==> src/hdl/swtm_pkg.sv <==
// shared types and constants for the sliding window trimmed mean block
// used by swtm_ctrl, swtm_dp and sliding_window_trimmed_mean; no dependencies
package swtm_pkg;

	localparam int SAMPLE_W = 18;
	localparam int TDATA_W  = 24;

	// controller to datapath commands, at most one high per cycle
	typedef struct packed {
		logic load;   // shift new sample into window, clear accumulator
		logic step;   // rank window head, rotate window
		logic mul;    // reciprocal multiply of the sum
		logic quo;    // quotient estimate and remainder
		logic fin;    // corrected quotient into output register
	} cmd_t;

	// datapath to controller status
	typedef struct packed {
		logic out_free;
	} status_t;

endpackage

==> src/hdl/swtm_ctrl.sv <==
// controller state machine of the sliding window trimmed mean block
// sequences load, ranking, divide and output; depends on swtm_pkg
module swtm_ctrl #(
	parameter int WINDOW_SIZE = 9
) (
	input  logic                           clk,
	input  logic                           arst_n,
	input  logic                           s_tvalid,
	output logic                           s_tready,
	input  swtm_pkg::status_t              status,
	output swtm_pkg::cmd_t                 cmd,
	output logic [$clog2(WINDOW_SIZE)-1:0] step_idx
);

	localparam int IDX_W = $clog2(WINDOW_SIZE);
	localparam logic [IDX_W-1:0] LAST_STEP = IDX_W'(WINDOW_SIZE - 1);

	localparam logic [2:0] ST_IDLE  = 3'd0;
	localparam logic [2:0] ST_RANK  = 3'd1;
	localparam logic [2:0] ST_DRAIN = 3'd2;
	localparam logic [2:0] ST_MUL   = 3'd3;
	localparam logic [2:0] ST_QUO   = 3'd4;
	localparam logic [2:0] ST_FIN   = 3'd5;

	logic [2:0]       state_q;
	logic [2:0]       state_nxt;
	logic [IDX_W-1:0] cnt_q;

	assign step_idx = cnt_q;
	assign s_tready = (state_q == ST_IDLE);

	always_comb begin
		state_nxt = state_q;
		cmd       = '0;
		unique case (state_q)
			ST_IDLE: begin
				if (s_tvalid) begin
					cmd.load  = 1'b1;
					state_nxt = ST_RANK;
				end
			end
			ST_RANK: begin
				cmd.step = 1'b1;
				if (cnt_q == LAST_STEP) begin
					state_nxt = ST_DRAIN;
				end
			end
			ST_DRAIN: begin
				state_nxt = ST_MUL;
			end
			ST_MUL: begin
				cmd.mul   = 1'b1;
				state_nxt = ST_QUO;
			end
			ST_QUO: begin
				cmd.quo   = 1'b1;
				state_nxt = ST_FIN;
			end
			ST_FIN: begin
				if (status.out_free) begin
					cmd.fin   = 1'b1;
					state_nxt = ST_IDLE;
				end
			end
			default: begin
				state_nxt = ST_IDLE;
			end
		endcase
	end

	always_ff @(posedge clk or negedge arst_n) begin
		if (!arst_n) begin
			state_q <= ST_IDLE;
			cnt_q   <= '0;
		end else begin
			state_q <= state_nxt;
			if (cmd.load) begin
				cnt_q <= '0;
			end else if (cmd.step) begin
				cnt_q <= cnt_q + IDX_W'(1);
			end
		end
	end

endmodule

==> src/hdl/swtm_dp.sv <==
// datapath of the sliding window trimmed mean block: sample window, rank
// pipeline, middle third accumulator, constant divider, output register; uses swtm_pkg
module swtm_dp #(
	parameter int WINDOW_SIZE = 9
) (
	input  logic                              clk,
	input  logic                              arst_n,
	input  logic [swtm_pkg::SAMPLE_W-1:0]     sample,
	input  swtm_pkg::cmd_t                    cmd,
	input  logic [$clog2(WINDOW_SIZE)-1:0]    step_idx,
	output swtm_pkg::status_t                 status,
	output logic                              m_tvalid,
	input  logic                              m_tready,
	output logic [swtm_pkg::SAMPLE_W-1:0]     mean
);

	localparam int SW     = swtm_pkg::SAMPLE_W;
	localparam int TRIM   = WINDOW_SIZE / 3;
	localparam int IDX_W  = $clog2(WINDOW_SIZE);
	localparam int SUM_W  = SW + $clog2(TRIM);
	localparam int M_W    = SUM_W + 1;
	localparam int PROD_W = SUM_W + M_W;
	localparam logic [M_W-1:0]   RECIP  = M_W'((64'd1 << SUM_W) / TRIM);
	localparam logic [IDX_W:0]   N_EXT  = (IDX_W + 1)'(WINDOW_SIZE);
	localparam logic [IDX_W-1:0] LO_RNK = IDX_W'(TRIM);
	localparam logic [IDX_W-1:0] HI_RNK = IDX_W'(2 * TRIM);

	logic [SW-1:0]          win_q [WINDOW_SIZE];
	logic [WINDOW_SIZE-2:0] flags_s1;
	logic [SW-1:0]          cand_s1;
	logic                   vld_s1;
	logic [WINDOW_SIZE-2:0] flags;
	logic [IDX_W:0]         tie_thr;
	logic [IDX_W-1:0]       rank;
	logic [SUM_W-1:0]       acc_q;
	logic [PROD_W-1:0]      prod_q;
	logic [SW-1:0]          q_est;
	logic [SUM_W-1:0]       q_times_t;
	logic [SUM_W-1:0]       diff;
	logic [SW-1:0]          quot_q;
	logic [SW-1:0]          mean_q;
	logic                   valid_q;

	// head entry at step c is original slot c; an equal tap ranks lower
	// when its original slot is below c, i.e. tap k >= N - c
	assign tie_thr = N_EXT - {1'b0, step_idx};

	always_comb begin
		for (int k = 1; k < WINDOW_SIZE; k++) begin
			flags[k-1] = (win_q[k] < win_q[0]) ||
				((win_q[k] == win_q[0]) && ((IDX_W + 1)'(k) >= tie_thr));
		end
	end

	always_comb begin
		rank = '0;
		for (int k = 0; k < WINDOW_SIZE - 1; k++) begin
			rank = rank + IDX_W'(flags_s1[k]);
		end
	end

	assign q_est     = prod_q[SUM_W +: SW];
	assign q_times_t = {{(SUM_W - SW){1'b0}}, quot_q} * SUM_W'(TRIM);
	assign diff      = acc_q - q_times_t;

	// window: load shifts new sample in at the head and drops the oldest,
	// a step rotates by one so N steps bring the order back
	always_ff @(posedge clk or negedge arst_n) begin
		if (!arst_n) begin
			for (int k = 0; k < WINDOW_SIZE; k++) begin
				win_q[k] <= '0;
			end
		end else if (cmd.load) begin
			win_q[0] <= sample;
			for (int k = 1; k < WINDOW_SIZE; k++) begin
				win_q[k] <= win_q[k-1];
			end
		end else if (cmd.step) begin
			for (int k = 0; k < WINDOW_SIZE - 1; k++) begin
				win_q[k] <= win_q[k+1];
			end
			win_q[WINDOW_SIZE-1] <= win_q[0];
		end
	end

	always_ff @(posedge clk or negedge arst_n) begin
		if (!arst_n) begin
			vld_s1  <= 1'b0;
			valid_q <= 1'b0;
		end else begin
			vld_s1 <= cmd.step;
			if (cmd.fin) begin
				valid_q <= 1'b1;
			end else if (m_tready) begin
				valid_q <= 1'b0;
			end
		end
	end

	always_ff @(posedge clk) begin
		flags_s1 <= flags;
		cand_s1  <= win_q[0];
		if (cmd.load) begin
			acc_q <= '0;
		end else if (vld_s1 && rank >= LO_RNK && rank < HI_RNK) begin
			acc_q <= acc_q + SUM_W'(cand_s1);
		end
		if (cmd.mul) begin
			prod_q <= {{M_W{1'b0}}, acc_q} * {{SUM_W{1'b0}}, RECIP};
		end
		// estimate is low by at most one, the remainder fixes it
		if (cmd.quo) begin
			quot_q <= q_est;
		end
		if (cmd.fin) begin
			mean_q <= quot_q + SW'(diff >= SUM_W'(TRIM));
		end
	end

	assign status.out_free = !valid_q || m_tready;
	assign m_tvalid        = valid_q;
	assign mean            = mean_q;

endmodule

==> src/hdl/sliding_window_trimmed_mean.sv <==
// sliding window trimmed mean of pressure samples, top level
// sequence: an accepted item runs the ranking pass, a drain state, the multiply, the
// quotient estimate and the final correction, which waits for a free output register
// ranking rotates the window once per cycle; a new item waits for the return to idle
// an item is taken while the previous result still waits in the output register
// reset: asynchronous active low, clears the window to zeros and the controller
module sliding_window_trimmed_mean #(
	parameter int WINDOW_SIZE = 9
) (
	input  logic                         clk,
	input  logic                         arst_n,
	input  logic                         s_tvalid,
	output logic                         s_tready,
	input  logic [swtm_pkg::TDATA_W-1:0] s_tdata,  // [17:0] pressure_sample
	output logic                         m_tvalid,
	input  logic                         m_tready,
	output logic [swtm_pkg::TDATA_W-1:0] m_tdata   // [17:0] trimmed_mean
);

	swtm_pkg::cmd_t                  cmd;
	swtm_pkg::status_t               status;
	logic [$clog2(WINDOW_SIZE)-1:0]  step_idx;
	logic [swtm_pkg::SAMPLE_W-1:0]   mean;

	swtm_ctrl #(
		.WINDOW_SIZE(WINDOW_SIZE)
	) u_ctrl (
		.clk      (clk),
		.arst_n   (arst_n),
		.s_tvalid (s_tvalid),
		.s_tready (s_tready),
		.status   (status),
		.cmd      (cmd),
		.step_idx (step_idx)
	);

	swtm_dp #(
		.WINDOW_SIZE(WINDOW_SIZE)
	) u_dp (
		.clk      (clk),
		.arst_n   (arst_n),
		.sample   (s_tdata[swtm_pkg::SAMPLE_W-1:0]),
		.cmd      (cmd),
		.step_idx (step_idx),
		.status   (status),
		.m_tvalid (m_tvalid),
		.m_tready (m_tready),
		.mean     (mean)
	);

	assign m_tdata = {{(swtm_pkg::TDATA_W - swtm_pkg::SAMPLE_W){1'b0}}, mean};

endmodule

==> config.mk <==
export PLATFORM = sky130hd
export DESIGN_NAME = sliding_window_trimmed_mean
export DESIGN_NICKNAME = d
export VERILOG_FILES = /design/src/hdl/swtm_pkg.sv /design/src/hdl/swtm_ctrl.sv /design/src/hdl/swtm_dp.sv /design/src/hdl/sliding_window_trimmed_mean.sv
export SDC_FILE = /design/constraint.sdc
export NUM_CORES = 1
export LEC_CHECK = 0
export BUFFER_PORTS_ARGS = -buffer_cell sky130_fd_sc_hd__buf_2
export CORE_MARGIN = 2
export CORE_UTILIZATION = 65
export CTS_BUF_LIST = sky130_fd_sc_hd__clkbuf_16
export CTS_CLUSTER_SIZE = 8
export DETAILED_ROUTE_END_ITERATION = 6
export PLACE_DENSITY = 0.79
export SYNTH_ARGS = -nofsm -noshare
export SYNTH_HDL_FRONTEND = slang
export SYNTH_SLANG_ARGS = --single-unit
==> constraint.sdc <==
create_clock -name clk -period 8.67 [get_ports clk]
set_input_delay 0.867 -clock clk [delete_from_list [all_inputs] [get_ports clk]]
set_output_delay 0.867 -clock clk [all_outputs]
set_load 0.03 [all_outputs]
==> flow_metrics.env <==
export IMPL_status="finished, final reports clean"
export IMPL_worstSetupPathType="register to register"
export IMPL_slew_headroom_pct=32.2
export IMPL_detailedRoute_firstIterationViolations=1032
export IMPL_postSynth_asyncResetShare_pct=63.1
export IMPL_antenna_violating_nets_post_route=0
export IMPL_critPathSlowestCell="dfxtp_1"
export IMPL_worst_skew_pair_later_pin_latency_ns=0.54
export IMPL_synth_sequential_area_ratio_pct=29.8
export IMPL_finalSetupTns_ns=0
export IMPL_path_cells="ha_1 -> fa_1 -> inv_1 -> fa_1 -> fa_1 -> inv_1 -> fa_1 -> inv_1 -> fa_1 -> inv_1 -> ha_1 -> a21oi_1 -> o211ai_1 -> nand2b_1 -> a2111oi_1 -> o31ai_1 -> a21o_1 -> a21oi_1 -> xnor2_1"
export IMPL_io_buffer_count=41
export IMPL_clk_pin_slew_ns=0.05
export IMPL_netlist_area_um2=22900
export IMPL_highest_clock_rate_mhz=152
export IMPL_final_period_minus_worst_setup_slack_ns=6.59
export IMPL_areaGrowthSynthToFinish_pct=7.67
export IMPL_critPathMaxFanout=9
export IMPL_global_route_usage_over_all_layers_pct=31.2
export IMPL_avgRoutedWirePerCell_um=19.0
export IMPL_diodes=0
export IMPL_dieHeight_um=192
export IMPL_coreArea_um2=34600
export IMPL_capturing_point_of_the_worst_reg2reg_path="u_dp.prod_q[35]$_DFFE_PN_"
export IMPL_drt_drc_violations_left=0
export IMPL_cp_common_cell="fa_1"
export IMPL_crit_required_ns=8.94
export IMPL_cts_tree="built"
export IMPL_postCtsSetupBuffers=0
export IMPL_cts_max_level=2
export IMPL_max_clock_path_buffers=3
export IMPL_synth_largest_type_area_fraction_pct=20.1
export IMPL_reg2reg_depth=19
export IMPL_dp_hpwl_um=42300
export IMPL_antenna_found_initial=0
export IMPL_synth_top_cells_by_area="ha_1 20%, dfrtp_1 19%, fa_1 13%"
export IMPL_setup_worst_path_end_class="register"
export IMPL_ctsRootBufferMaster="clkbuf_16"
export IMPL_postLayoutCoreUtil_pct=71.2
export IMPL_worst_setup_path_start_kind="register"
export IMPL_ioPinCount=54
export IMPL_min_to="u_dp.quot_q[7]$_DFFE_PN_"
export IMPL_timing_reg2reg_setup_slack_ns=2.08
export IMPL_globalRouteOverflowTotal=0
export IMPL_cts_sink_count=271
export IMPL_final_hold_viol_count=0
export IMPL_synth_most_common_cell="ha_1"
export IMPL_cts_hold_buffers=0
export IMPL_max_cap_violations=0
export IMPL_dr_total_vias=16700
export IMPL_worst_hold_startpoint="u_dp.prod_q[27]$_DFFE_PN_"
export IMPL_dominantRegCellSynth="dfrtp_1"
export IMPL_syn_mean_instance_area_um2=9.79
export IMPL_grt_start_max_net_pins=245
export IMPL_cts_resized=0
export IMPL_avgViaCountPerCell=5.88
export IMPL_clock_skew_final_ns=0.0206
export IMPL_cell_row_count=68
export IMPL_fp_dieW_um=192
export IMPL_first_global_vias=17700
export IMPL_fin_crit_sh_pct=76.1
export IMPL_hold_path_depth=0
export IMPL_number_of_enable_flip_flop_cells_after_synthesis=54
export IMPL_place_gp_congestion=0.959
export IMPL_slew_violations=0
export IMPL_critical_path_arrival_ns=6.87
export IMPL_num_nets_final=2902
export IMPL_cpPeakStageDelay_ns=0.71
export IMPL_synthDominantAreaCellType="ha_1"
export IMPL_synth_cells_most_frequent="368 x ha_1, 338 x inv_1, 229 x nand2_1"
export IMPL_r2r_start="u_dp.acc_q[9]$_SDFFE_PP0P_"
export IMPL_holdCritPathClass="register to register"
export IMPL_die_area_um2=36700
export IMPL_netlist_cell_type_count=62
export IMPL_worst_slew_pin_transition_ns=1.02
export IMPL_grt_setup_unrepaired="no"
export IMPL_synth_ff_latch_count=271
export IMPL_cts_made_buffers=40
export IMPL_timing_final_setup_violations=0
export IMPL_filler_cell_count=2565
export IMPL_syn_instance_count=2337
export IMPL_final_layout_size_suffix_gt1_share_pct=4.39
export IMPL_dr_pass1_iters=7
export IMPL_wire_length_of_the_first_global_routing_pass_um=89600
export IMPL_starting_density_pct=66.1
export IMPL_yosysWarningCount=0
export IMPL_drt_wl_total_um=54200
routing by layer:
metal / GRT usage [%] / routed length, um / up-vias
met1: 37.6 / 21500 / 8153
met2: 54.8 / 27300 / 414
li1: - / - / 8019
met4: 16.2 / 2980 / 0
met3: 3.71 / 2310 / 146
met5: 0 / 0 / -
through the flow:
step / area [um2] / setup slack (ns) / hold WS [ns] / cells
after global routing: 24600 / 1.87 / 0.422 / 2846
after CTS: 24600 / 2.15 / 0.414 / 2846
after floorplan: 22900 / 3.07 / 0.400 / 2342
after global placement: 23500 / 2.27 / 0.402 / 2772
after detailed placement: 23500 / 2.21 / 0.405 / 2772
final: 24600 / 2.08 / 0.413 / 2846
critical path: cells and delay by family, from the launching register on:
| kind | cells | cell delay [ns] |
|---|---|---|
| XOR/XNOR | 1 | 0.09 |
| AND/OR/NAND/NOR | 1 | 0.18 |
| buffers and inverters | 4 | 0.20 |
| AO/OA/AOI/OAI | 6 | 1.75 |
| flip-flops | 1 | 0.71 |
| adder cells (fa/ha/maj) | 7 | 3.39 |
state kept, by name, summed over array words and instances, names as in the netlist:
name             cells
u_ctrl.step_idx      4
u_dp.vld_s1          1
u_dp.mean           18
u_dp.m_tvalid        1
u_dp.flags_s1        8
u_dp.cand_s1        18
u_dp.win_q         162
u_ctrl.state_q       3
u_dp.acc_q          20
u_dp.prod_q         18
u_dp.quot_q         18
placed cells by master (no fill, tap or decap), drive strengths merged, types with 4 or more instances in the layout:
master	instances
a21oi	106
nand2b	9
a211oi	15
conb	6
edfxtp	54
nor3b	5
inv	369
o21ai	188
fa	147
a2111oi	6
and4	6
nand4	41
a22oi	18
dfxtp	46
o31ai	6
a221oi	5
nor2b	22
nor2	99
and2	4
o41ai	4
xnor2	45
dfrtp	171
buf	47
clkbuf	41
a31oi	7
a21o	68
xor2	22
o21a	5
o21bai	7
and3	11
o211ai	7
nor3	22
nand3	15
nand2	229
ha	368
mux2i	147
how the worst max path moves through the flow:
stage                                          start                         to  slack, ns  cells past startpoint
after floorplan           u_dp.acc_q[9]$_SDFFE_PP0P_  u_dp.prod_q[35]$_DFFE_PN_       3.07                     19
after global placement    u_dp.acc_q[7]$_SDFFE_PP0P_  u_dp.prod_q[35]$_DFFE_PN_       2.27                     19
after detailed placement  u_dp.acc_q[9]$_SDFFE_PP0P_  u_dp.prod_q[35]$_DFFE_PN_       2.21                     19
after CTS                 u_dp.acc_q[9]$_SDFFE_PP0P_  u_dp.prod_q[35]$_DFFE_PN_       2.15                     19
after global routing      u_dp.acc_q[9]$_SDFFE_PP0P_  u_dp.prod_q[35]$_DFFE_PN_       1.87                     19
final                     u_dp.acc_q[9]$_SDFFE_PP0P_  u_dp.prod_q[35]$_DFFE_PN_       2.08                     19
logic make-up after synthesis:
group | Yosys count | synth area share (%)
multiplexers | 148 | 6.48
buffers and inverters | 410 | 6.94
XOR/XNOR | 67 | 2.56
AND/OR/NAND/NOR | 470 | 9.23
flip-flops | 271 | 29.8
other | 1 | 0.0164
adder cells (fa/ha/maj) | 515 | 33.0
AO/OA/AOI/OAI | 455 | 12.0
area by class of cell:
cell class	count	area [um2]	area share [%]
flip-flops and latches	271	6820	27.7
clock inverters	33	164	0.665
well taps	455	569	2.31
repair buffers	47	282	1.14
inverters	338	1270	5.15
clock buffers	41	1030	4.16
multi-input cells	1661	14500	58.9
Power is left out: the tool's default activity adds up to more than one toggle a clock period on the data nets, which glitch-free logic cannot reach.
